$ cat src/design/biquad_iir_df2_top_assert.svh
// Assertion macros used by the filter control module.
// Each macro expects signals named clk and rst in the enclosing module.
`ifndef BIQUAD_IIR_DF2_TOP_ASSERT_SVH
`define BIQUAD_IIR_DF2_TOP_ASSERT_SVH

// Same-cycle implication, disabled while reset is high.
`define BQ_ASSERT_IMP(lbl, ante, cons, msg) \
  lbl: assert property (@(posedge clk) disable iff (rst) (ante) |-> (cons)) \
    else $error(msg);

// Next-cycle implication, disabled while reset is high.
`define BQ_ASSERT_NXT(lbl, ante, cons, msg) \
  lbl: assert property (@(posedge clk) disable iff (rst) (ante) |=> (cons)) \
    else $error(msg);

`endif

$ cat src/design/bqdf2_pkg.sv
`timescale 1ns / 1ps

package bqdf2_pkg;

  localparam int SAMPLE_BITS = 16;
  localparam int COEF_BITS   = 32;
  localparam int COEF_FRAC   = COEF_BITS - 3;
  localparam int NUM_REGS    = 7;
  localparam int REG_IDX_W   = 3;
  localparam int DELAY_BITS  = 32;
  localparam int PROD_BITS   = 2 * COEF_BITS;
  localparam int ACC_BITS    = 38;
  localparam int GAIN_SHIFT  = COEF_FRAC - 16;
  localparam int OUT_SHIFT   = COEF_FRAC + 16;
  localparam int Y_BITS      = PROD_BITS - OUT_SHIFT;

  localparam logic signed [COEF_BITS-1:0] COEF_ONE = COEF_BITS'(64'sd1 <<< COEF_FRAC);

  // Register indexes.
  localparam logic [REG_IDX_W-1:0] REG_B0  = 3'd0;
  localparam logic [REG_IDX_W-1:0] REG_B1  = 3'd1;
  localparam logic [REG_IDX_W-1:0] REG_B2  = 3'd2;
  localparam logic [REG_IDX_W-1:0] REG_A1  = 3'd3;
  localparam logic [REG_IDX_W-1:0] REG_A2  = 3'd4;
  localparam logic [REG_IDX_W-1:0] REG_GIN = 3'd5;
  localparam logic [REG_IDX_W-1:0] REG_GOUT = 3'd6;

  // Multiplier operand pairs.
  localparam logic [2:0] MUL_G0X   = 3'd0;
  localparam logic [2:0] MUL_A1D1  = 3'd1;
  localparam logic [2:0] MUL_A2D2  = 3'd2;
  localparam logic [2:0] MUL_B1D1  = 3'd3;
  localparam logic [2:0] MUL_B2D2  = 3'd4;
  localparam logic [2:0] MUL_B0W   = 3'd5;
  localparam logic [2:0] MUL_G1ACC = 3'd6;

  // Accumulator operations on the registered product.
  localparam logic [2:0] ACC_HOLD    = 3'd0;
  localparam logic [2:0] ACC_LOAD_IN = 3'd1;
  localparam logic [2:0] ACC_LOAD    = 3'd2;
  localparam logic [2:0] ACC_ADD     = 3'd3;
  localparam logic [2:0] ACC_SUB     = 3'd4;
  localparam logic [2:0] ACC_SAT     = 3'd5;

  typedef struct packed {
    logic       load_x;
    logic       mul_en;
    logic [2:0] mul_sel;
    logic [2:0] acc_op;
    logic       w_latch;
    logic       out_load;
  } bqdf2_cmd_t;

endpackage

$ cat src/design/biquad_iir_df2_top.sv
`timescale 1ns / 1ps
// Channel   Direction  Handshake               Payload
// config    in         cfg_write               cfg_index, cfg_data
// input     in         in_valid / in_stall     sample_in
// output    out        out_valid / out_stall   sample_out, clipped
//
// Each input beat is first taken as a sample and then runs ten steps through the single
// shared 32x32 multiplier, which forms all seven products in turn.
// A new input beat is taken while the previous result still waits in the output register;
// only the last step waits for that register to be free.
// Reset sets the coefficients to pass-through and clears the delay line.
// Any write to a valid register index clears the delay line.

module biquad_iir_df2_top
  import bqdf2_pkg::*;
(
  input  logic                          clk,
  input  logic                          rst,
  input  logic                          cfg_write,
  input  logic [REG_IDX_W-1:0]          cfg_index,
  input  logic [COEF_BITS-1:0]          cfg_data,
  input  logic                          in_valid,
  output logic                          in_stall,
  input  logic signed [SAMPLE_BITS-1:0] sample_in,
  output logic                          out_valid,
  input  logic                          out_stall,
  output logic signed [SAMPLE_BITS-1:0] sample_out,
  output logic                          clipped
);

  bqdf2_cmd_t cmd;

  bqdf2_ctrl u_ctrl (
    .clk       (clk),
    .rst       (rst),
    .in_valid  (in_valid),
    .in_stall  (in_stall),
    .out_valid (out_valid),
    .out_stall (out_stall),
    .cmd       (cmd)
  );

  bqdf2_dp u_dp (
    .clk        (clk),
    .rst        (rst),
    .cfg_write  (cfg_write),
    .cfg_index  (cfg_index),
    .cfg_data   (cfg_data),
    .sample_in  (sample_in),
    .cmd        (cmd),
    .sample_out (sample_out),
    .clipped    (clipped)
  );

endmodule

$ cat src/design/bqdf2_dp.sv
`timescale 1ns / 1ps

module bqdf2_dp
  import bqdf2_pkg::*;
(
  input  logic                          clk,
  input  logic                          rst,
  input  logic                          cfg_write,
  input  logic [REG_IDX_W-1:0]          cfg_index,
  input  logic [COEF_BITS-1:0]          cfg_data,
  input  logic signed [SAMPLE_BITS-1:0] sample_in,
  input  bqdf2_cmd_t                    cmd,
  output logic signed [SAMPLE_BITS-1:0] sample_out,
  output logic                          clipped
);

  logic signed [COEF_BITS-1:0]   coef [NUM_REGS];
  logic signed [DELAY_BITS-1:0]  delay_one;
  logic signed [DELAY_BITS-1:0]  delay_two;
  logic signed [DELAY_BITS-1:0]  w;
  logic signed [SAMPLE_BITS-1:0] x;
  logic signed [PROD_BITS-1:0]   prod;
  logic signed [ACC_BITS-1:0]    acc;
  logic                          clip;

  logic                          cfg_ok;
  logic signed [COEF_BITS-1:0]   op_a;
  logic signed [COEF_BITS-1:0]   op_b;
  logic signed [ACC_BITS-1:0]    term_in;
  logic signed [ACC_BITS-1:0]    term_coef;
  logic signed [Y_BITS-1:0]      y_raw;
  logic                          y_ovf;
  logic signed [SAMPLE_BITS-1:0] y_sat;

  function automatic logic acc_ovf(input logic signed [ACC_BITS-1:0] v);
    logic [ACC_BITS-DELAY_BITS:0] top;
    top = v[ACC_BITS-1:DELAY_BITS-1];
    return !((&top) || (~|top));
  endfunction

  function automatic logic signed [DELAY_BITS-1:0] acc_clamp(
    input logic signed [ACC_BITS-1:0] v
  );
    logic signed [DELAY_BITS-1:0] r;
    if (!acc_ovf(v)) begin
      r = v[DELAY_BITS-1:0];
    end else if (v[ACC_BITS-1]) begin
      r = {1'b1, {(DELAY_BITS-1){1'b0}}};
    end else begin
      r = {1'b0, {(DELAY_BITS-1){1'b1}}};
    end
    return r;
  endfunction

  assign cfg_ok = cfg_write && (cfg_index < REG_IDX_W'(NUM_REGS));

  always_ff @(posedge clk) begin
    if (rst) begin
      coef[REG_B0]   <= COEF_ONE;
      coef[REG_B1]   <= '0;
      coef[REG_B2]   <= '0;
      coef[REG_A1]   <= '0;
      coef[REG_A2]   <= '0;
      coef[REG_GIN]  <= COEF_ONE;
      coef[REG_GOUT] <= COEF_ONE;
    end else if (cfg_ok) begin
      coef[cfg_index] <= cfg_data;
    end
  end

  always_comb begin
    case (cmd.mul_sel)
      MUL_G0X: begin
        op_a = coef[REG_GIN];
        op_b = COEF_BITS'(x);
      end
      MUL_A1D1: begin
        op_a = coef[REG_A1];
        op_b = delay_one;
      end
      MUL_A2D2: begin
        op_a = coef[REG_A2];
        op_b = delay_two;
      end
      MUL_B1D1: begin
        op_a = coef[REG_B1];
        op_b = delay_one;
      end
      MUL_B2D2: begin
        op_a = coef[REG_B2];
        op_b = delay_two;
      end
      MUL_B0W: begin
        op_a = coef[REG_B0];
        op_b = w;
      end
      MUL_G1ACC: begin
        op_a = coef[REG_GOUT];
        op_b = acc[DELAY_BITS-1:0];
      end
      default: begin
        op_a = '0;
        op_b = '0;
      end
    endcase
  end

  assign term_in   = ACC_BITS'(prod >>> GAIN_SHIFT);
  assign term_coef = ACC_BITS'(prod >>> COEF_FRAC);

  assign y_raw = Y_BITS'(prod >>> OUT_SHIFT);
  assign y_ovf = !((&y_raw[Y_BITS-1:SAMPLE_BITS-1]) || (~|y_raw[Y_BITS-1:SAMPLE_BITS-1]));

  always_comb begin
    if (!y_ovf) begin
      y_sat = y_raw[SAMPLE_BITS-1:0];
    end else if (y_raw[Y_BITS-1]) begin
      y_sat = {1'b1, {(SAMPLE_BITS-1){1'b0}}};
    end else begin
      y_sat = {1'b0, {(SAMPLE_BITS-1){1'b1}}};
    end
  end

  always_ff @(posedge clk) begin
    if (cmd.load_x) begin
      x <= sample_in;
    end
    if (cmd.mul_en) begin
      prod <= op_a * op_b;
    end
    case (cmd.acc_op)
      ACC_HOLD:    acc <= acc;
      ACC_LOAD_IN: acc <= term_in;
      ACC_LOAD:    acc <= term_coef;
      ACC_ADD:     acc <= acc + term_coef;
      ACC_SUB:     acc <= acc - term_coef;
      ACC_SAT:     acc <= ACC_BITS'(acc_clamp(acc));
      default:     acc <= acc;
    endcase
    if (cmd.w_latch) begin
      w <= acc_clamp(acc);
    end
    if (cmd.load_x) begin
      clip <= 1'b0;
    end else if ((cmd.w_latch || (cmd.acc_op == ACC_SAT)) && acc_ovf(acc)) begin
      clip <= 1'b1;
    end
    if (cmd.out_load) begin
      sample_out <= y_sat;
      clipped    <= clip || y_ovf;
    end
  end

  always_ff @(posedge clk) begin
    if (rst || cfg_ok) begin
      delay_one <= '0;
      delay_two <= '0;
    end else if (cmd.out_load) begin
      delay_one <= w;
      delay_two <= delay_one;
    end
  end

endmodule

$ cat src/design/bqdf2_ctrl.sv
`timescale 1ns / 1ps
`include "biquad_iir_df2_top_assert.svh"

module bqdf2_ctrl
  import bqdf2_pkg::*;
(
  input  logic       clk,
  input  logic       rst,
  input  logic       in_valid,
  output logic       in_stall,
  output logic       out_valid,
  input  logic       out_stall,
  output bqdf2_cmd_t cmd
);

  localparam logic [0:0] ST_IDLE = 1'b0;
  localparam logic [0:0] ST_RUN  = 1'b1;
  localparam logic [3:0] STEP_LAST = 4'd9;

  logic [0:0] state;
  logic [0:0] state_next;
  logic [3:0] step;
  logic [3:0] step_next;
  logic       out_valid_next;
  logic       accept;
  logic       out_free;
  logic       finish;

  assign in_stall = (state != ST_IDLE);
  assign accept   = in_valid && (state == ST_IDLE);
  assign out_free = !out_valid || !out_stall;
  assign finish   = (state == ST_RUN) && (step == STEP_LAST) && out_free;

  always_comb begin
    cmd          = '0;
    cmd.mul_sel  = MUL_G0X;
    cmd.acc_op   = ACC_HOLD;
    cmd.load_x   = accept;
    if (state == ST_RUN) begin
      case (step)
        4'd0: begin
          cmd.mul_en  = 1'b1;
          cmd.mul_sel = MUL_G0X;
        end
        4'd1: begin
          cmd.mul_en  = 1'b1;
          cmd.mul_sel = MUL_A1D1;
          cmd.acc_op  = ACC_LOAD_IN;
        end
        4'd2: begin
          cmd.mul_en  = 1'b1;
          cmd.mul_sel = MUL_A2D2;
          cmd.acc_op  = ACC_SUB;
        end
        4'd3: begin
          cmd.mul_en  = 1'b1;
          cmd.mul_sel = MUL_B1D1;
          cmd.acc_op  = ACC_SUB;
        end
        4'd4: begin
          cmd.mul_en  = 1'b1;
          cmd.mul_sel = MUL_B2D2;
          cmd.acc_op  = ACC_LOAD;
          cmd.w_latch = 1'b1;
        end
        4'd5: begin
          cmd.mul_en  = 1'b1;
          cmd.mul_sel = MUL_B0W;
          cmd.acc_op  = ACC_ADD;
        end
        4'd6: begin
          cmd.acc_op  = ACC_ADD;
        end
        4'd7: begin
          cmd.acc_op  = ACC_SAT;
        end
        4'd8: begin
          cmd.mul_en  = 1'b1;
          cmd.mul_sel = MUL_G1ACC;
        end
        4'd9: begin
          cmd.out_load = out_free;
        end
        default: begin
          cmd.acc_op  = ACC_HOLD;
        end
      endcase
    end
  end

  always_comb begin
    state_next     = state;
    step_next      = step;
    out_valid_next = out_valid && out_stall;
    case (state)
      ST_IDLE: begin
        if (accept) begin
          state_next = ST_RUN;
          step_next  = '0;
        end
      end
      ST_RUN: begin
        if (step != STEP_LAST) begin
          step_next = step + 4'd1;
        end else if (finish) begin
          state_next     = ST_IDLE;
          step_next      = '0;
          out_valid_next = 1'b1;
        end
      end
      default: begin
        state_next = ST_IDLE;
        step_next  = '0;
      end
    endcase
  end

  always_ff @(posedge clk) begin
    if (rst) begin
      state     <= ST_IDLE;
      step      <= '0;
      out_valid <= 1'b0;
    end else begin
      state     <= state_next;
      step      <= step_next;
      out_valid <= out_valid_next;
    end
  end

  `BQ_ASSERT_NXT(a_finish_shows_result, finish, out_valid, "Result not shown after last step.")
  `BQ_ASSERT_NXT(a_accept_starts_run, accept, (state == ST_RUN) && (step == 4'd0), "Run did not start.")
  `BQ_ASSERT_IMP(a_idle_step_zero, state == ST_IDLE, step == 4'd0, "Step counter busy while idle.")
  `BQ_ASSERT_IMP(a_step_bound, state == ST_RUN, step <= STEP_LAST, "Step counter out of range.")
  `BQ_ASSERT_IMP(a_load_only_free, cmd.out_load, out_free && (step == STEP_LAST), "Output loaded while held.")

endmodule

$ cat config.mk
export PLATFORM = sky130hd
export DESIGN_NAME = biquad_iir_df2_top
export DESIGN_NICKNAME = d
export VERILOG_FILES = /design/src/design/bqdf2_pkg.sv /design/src/design/biquad_iir_df2_top.sv /design/src/design/bqdf2_dp.sv /design/src/design/bqdf2_ctrl.sv
export VERILOG_INCLUDE_DIRS = /design/src /design/src/design
export SDC_FILE = /design/constraint.sdc
export NUM_CORES = 2
export LEC_CHECK = 0
export BUFFER_PORTS_ARGS = -buffer_cell sky130_fd_sc_hd__buf_2
export CELL_PAD_IN_SITES_DETAIL_PLACEMENT = 1
export CELL_PAD_IN_SITES_GLOBAL_PLACEMENT = 1
export CORE_ASPECT_RATIO = 0.75
export CORE_MARGIN = 8
export CORE_UTILIZATION = 45
export DETAILED_ROUTE_END_ITERATION = 8
export PLACE_DENSITY_LB_ADDON = 0.1
export SLEW_MARGIN = 40
export SYNTH_ARGS = -nofsm -noshare
export SYNTH_HDL_FRONTEND = slang
export SYNTH_HIERARCHICAL = 1
export SYNTH_SLANG_ARGS = --single-unit
$ cat constraint.sdc
create_clock -name clk -period 31.7 [get_ports clk]
set_input_delay 7.925 -clock clk [delete_from_list [all_inputs] [get_ports clk]]
set_output_delay 7.925 -clock clk [all_outputs]
set_load 0.02 [all_outputs]
# ---- Word-level counts from Yosys, hierarchy flattened
# Memory sizes are Yosys's and may differ from the RTL's.
# Index checks and enable logic that the tools add are counted.
# W data, S select, Z words.
dict set report word_totals {
  ff_bits 238
  ram_bits 224
  output_inout_bits 19
  wordCells 104
  memories 1
}
dict set report op_classes {
  n_addsub 3
  n_mul 1
  order_cmp 1
  n_eq_ne 23
  muxes 31
  n_bitwise 1
  n_reduce_logical 31
}
# name depth width read_ports rd_ports_with_merged_regs wr line_no
set memory_table {}
lappend memory_table {u_dp.coef 7 32 7 0 7 bqdf2_dp.sv:17} ;# logic signed [COEF_BITS-1:0] coef [NUM_REGS];
# cell count
set ops {}
lappend ops {{$pmux W32 S7} 1}
lappend ops {{$pmux W38 S5} 1}
lappend ops {{$pmux W32 S5} 1}
lappend ops {{$mux W32} 3}
lappend ops {{$mul A32 B32 Y64} 1}
lappend ops {{$add A38 B35 Y38} 1}
lappend ops {{$sub A38 B35 Y38} 1}
lappend ops {{$mux W16} 2}
lappend ops {{$reduce_or A32 Y1} 1}
lappend ops {{$pmux W4 S7} 1}
lappend ops {{$eq A4 B3 Y1 const B} 4}
lappend ops {{$eq A3 B3 Y1 const B} 5}
lappend ops {{$pmux W3 S5} 1}
lappend ops {{$mux W1} 14}
lappend ops {{$eq A3 B2 Y1 const B} 4}
lappend ops {{$mux W4} 3}
lappend ops {{$mux W9} 1}
lappend ops {{$eq A4 B2 Y1 const B} 2}
lappend ops {{$eq A4 B4 Y1 const B} 2}
lappend ops {{$pmux W4 S2} 1}
lappend ops {{$reduce_or A2 Y1} 4}
lappend ops {{$reduce_and A7 Y1} 1}
lappend ops {{$reduce_or A7 Y1} 1}
lappend ops {{$eq A3 B1 Y1 const B} 2}
lappend ops {{18 further kinds} 33}

# ---- Depth between registers and ports, before layout
dict set report depth {
  word_depth 8
  mapped_depth 41
  mapped_depth_nobuf 36
}

# ---- Modules after synthesis
# The synthesis kept the hierarchy.
# module n_inst cells_each area_per_inst_um2 seq_area_each_um2
set modules_own_cells {}
lappend modules_own_cells {bqdf2_dp 1 5961 57024.7 12331.8}
lappend modules_own_cells {bqdf2_ctrl 1 56 420.4 120.1}

# ---- Least setup slack after synthesis
# No wires, ideal clock.
dict set report synth_path {
  path_type {register -> register}
  startpoint {register u_ctrl.state, in the netlist u_ctrl/in_stall}
  endpoint {register u_dp.prod[60] (data pin)}
  setup_time_ns 0.271
  arrival_time_ns 9.917
  required_ns 31.429
  path_slack_ns 21.511
  path_stages_with_launch 34
  n_path_buf 5
  cell_sequence {dfxtp_1 -> buf_2 -> nor3b_2 -> inv_1 -> clkbuf_1 -> nor3_1 -> clkbuf_1 -> a22oi_1 -> nand2_1 -> a21o_1 -> clkbuf_1 -> clkbuf_1 -> nand2_1 -> fa_1 -> fa_1 -> inv_1 -> fa_1 -> fa_1 -> inv_1 -> fa_1 -> fa_1 -> fa_1 -> fa_1 -> inv_1 -> ha_1 -> nand2_1 -> o21a_1 -> a21oi_1 -> nor2b_1 -> a31o_2 -> o31a_2 -> o31ai_4 -> a2111o_1 -> o2111ai_1}
}
# element line_no
set synth_lines {}
lappend synth_lines {{start, declared} bqdf2_ctrl.sv:20} ;# logic [0:0] state;
lappend synth_lines {{start signal, assigned} bqdf2_ctrl.sv:124} ;# state <= state_next;
lappend synth_lines {{end signal, assigned} bqdf2_dp.sv:129} ;# prod <= op_a * op_b;
lappend synth_lines {{end, declared} bqdf2_dp.sv:22} ;# logic signed [PROD_BITS-1:0] prod;

==> flow_summary.json <==
{
  "slowest_stage": "fa_1",
  "reg2reg_slack_ns": 19.71,
  "htree_levels": 2,
  "ioPinCount": 75,
  "grt-ovfl-total": 0,
  "synth_top_area_share_pct": 37.7,
  "timing.final.ws_setup_ns": 19.71,
  "cp.arrival_ns": 12.36,
  "netlist-cell-type-count": 95,
  "slew_headroom_pct": 40.1,
  "netlist_instances": 6017,
  "die_x_um": 429,
  "place.port_buffers": 74,
  "grt_pass1_vias": 48100,
  "dp.cells": 7588,
  "cts.clk_slew.worst_paths_ns": 0.07,
  "tns_ns": 0,
  "start_util_pct": 45.3,
  "fp.dieArea_mm2": 0.139,
  "postCtsSetupBuffers": 0,
  "rsz0062_at_grt": "false",
  "ctsResizeCount": 0,
  "ant_nets": 0,
  "max_stage_delay_ns": 1.01,
  "cts_buffers": 41,
  "outcome": "finished clean",
  "clock_path_buffers": 3,
  "synthTopCellsByCount": "inv_1, fa_1, nor2_1",
  "cts_root_buf": "clkbuf_16",
  "drv_cap": 0,
  "min_to": "u_dp/coef[6][16]",
  "seqCellArea_mm2": 0.0125,
  "synthArstFlopShare_pct": 0,
  "multi_input_area_mm2": 0.0401,
  "drcViolationCount": 0,
  "drive_gt1_share_pct": 6.87,
  "ys_seq_elements": 449,
  "regToRegEndpoint": "u_dp/prod[51]",
  "grt_max_degree": 65,
  "grtUsageTotal_pct": 30.5,
  "period_share_pct": 37.8,
  "syn-num-nets": 7373,
  "cp.required_ns": 32.07,
  "grt_pass1_wl_um": 321000,
  "cp_max_fo": 32,
  "cts_sinks": 449,
  "wl_um": 214000,
  "hpwlAfterDp_um": 162000,
  "cts_tree": "done",
  "core-area_mm2": 0.127,
  "synth_flop_cell": "edfxtp_1",
  "num_vias": 44300,
  "die_h_um": 325,
  "period_needed_ns": 11.99,
  "row_count": 113,
  "clkLatencyLatePin_ns": 0.59,
  "worst_setup_path_end_kind": "register",
  "holdWs_ns": 0.459,
  "area_growth_syn_to_layout_pct": 7.19,
  "drtIter0Drc": 3935,
  "max_freq_mhz": 83.4,
  "yosysMostFrequentCell": "inv_1",
  "synth.area.top_cells": "fa_1, edfxtp_1, inv_1",
  "nFillCells": 14300,
  "setup_viol": 0,
  "final_nets": 7321,
  "cp_common_cell": "fa_1",
  "ff2ff_path_depth": 31,
  "syn_area_mm2": 0.0574,
  "yosys_warnings": 6,
  "fin_cells": 7666,
  "hold_path.startpoint": "u_dp/coef[6][16]",
  "synth-edff-count": 346,
  "cp-start-kind": "register",
  "avgSynthCellArea_um2": 9.55,
  "fin_skew_ns": 0.0255,
  "place_congestion": 0.913,
  "r2r_start": "u_ctrl/step[2]",
  "ctsHoldBuffers": 0,
  "seq_area_frac_synth_pct": 21.7,
  "min_path_type": "reg -> reg",
  "finalHoldViolCount": 0,
  "antenna_found_initial": 8,
  "dr.pass1.iters": 7,
  "vias_per_cell": 5.78,
  "hold-path-cell-count": 2,
  "post_drt_wl_per_cell_um": 27.9,
  "pre_cts_ws_ns": 19.96,
  "critPathKind": "reg -> reg",
  "synth_top_area_cell": "fa_1",
  "drv_slew": 0,
  "worst_pin_slew_ns": 0.898
}
-- final cells by class --
| type | instances | area share (%) |
|---|---|---|
| multi-input cells | 4159 | 65.1 |
| flip-flops and latches | 449 | 20.2 |
| inverters | 1093 | 6.66 |
| well taps | 1667 | 3.39 |
| repair buffers | 221 | 2.59 |
| clock buffers | 61 | 1.90 |
| clock inverters | 14 | 0.142 |
| diodes | 2 | 0.00813 |
-- worst max-delay path: cells and delay by family (launching register included) --
family | cells | cell delay [ns]
buf+inv | 7 | 2.20
xor+xnor | 1 | 0.33
compound gates | 4 | 0.71
simple gates | 10 | 3.02
flops | 1 | 0.62
fa+ha+maj | 9 | 4.80
-- flip-flops by register name, summed over array words and instances (netlist names) --
register,count
u_ctrl/out_valid,1
u_dp/coef,224
u_dp/delay_two,32
u_dp/sample_out,16
u_ctrl/in_stall,1
u_dp/w,32
u_dp/prod,51
u_dp/clipped,1
u_dp/acc,38
u_dp/clip,1
u_dp/delay_one,32
u_ctrl/step,4
u_dp/x,16
-- cells in the final DEF, fill, tap and decap left out, types with 15 or more instances in the layout --
master     instances
nand3_1           36
o21bai_1          16
and3_1            22
a211oi_1          15
a21o_1            75
dfxtp_1          103
o21ai_0           87
o21a_1            43
nor2_1           853
nand4_1           29
a31oi_1           20
edfxtp_1         346
and2_1            29
xor2_1            46
xnor2_1           78
nand2b_1          18
nand2_1          756
inv_1           1088
nor2b_1           22
mux2i_1          122
buf_4            137
fa_1            1082
a22oi_1           58
ha_1             218
buf_2             74
nor3_1            37
clkbuf_16         42
a21oi_1          181
-- per-layer routing --
| layer | up-vias | part of all wire, % | GRT usage (%) |
|---|---|---|---|
| li1 | 18700 | - | - |
| met1 | 23600 | 44 | 43.6 |
| met2 | 1720 | 45 | 47.9 |
| met3 | 363 | 7.9 | 5.21 |
| met4 | 0 | 3.5 | 8.85 |
| met5 | - | 0 | 0 |
-- cell families (layout without fill, tap and decap cells) --
family                   count (synthesis)  in the layout  share of synthesized area, %
other                                    0              2                             0
XOR/XNOR                               124            124                          1.89
multiplexers                           154            154                          3.01
AND/OR/NAND/NOR                       1897           1897                          13.6
AO/OA/AOI/OAI                          684            684                          8.04
flip-flops                             449            449                          21.7
buffers and inverters                 1409           1389                          9.27
adder cells (fa/ha/maj)               1300           1300                          42.5
-- stage by stage --
| stage | instance area (um^2) | util [%] |
|---|---|---|
| after floorplan | 57400 | - |
| after global placement | 60100 | 47.4 |
| after detailed placement | 60300 | 47.6 |
| after CTS | 61500 | 48.6 |
| after global routing | 61600 | 48.6 |
| final | 61600 | 48.6 |
-- worst max path at each step --
| stage | start | to | slack, ns | cells after the start |
|---|---|---|---|---|
| 4_1_cts | u_ctrl/step[2] | u_dp/prod[51] | 19.92 | 32 |
| 6_report | u_ctrl/step[2] | u_dp/prod[51] | 19.71 | 31 |
| 3_3_place_gp | u_ctrl/step[2] | u_dp/prod[51] | 19.96 | 30 |
| 2_1_floorplan | u_ctrl/in_stall | u_dp/prod[60] | 21.51 | 33 |
| 3_5_place_dp | u_ctrl/step[2] | u_dp/prod[51] | 19.96 | 32 |
| 5_1_grt | u_ctrl/step[2] | u_dp/prod[51] | 19.20 | 31 |
Power is left out: the tool's default activity adds up to more than one toggle a clock period on the data nets, which glitch-free logic cannot reach.
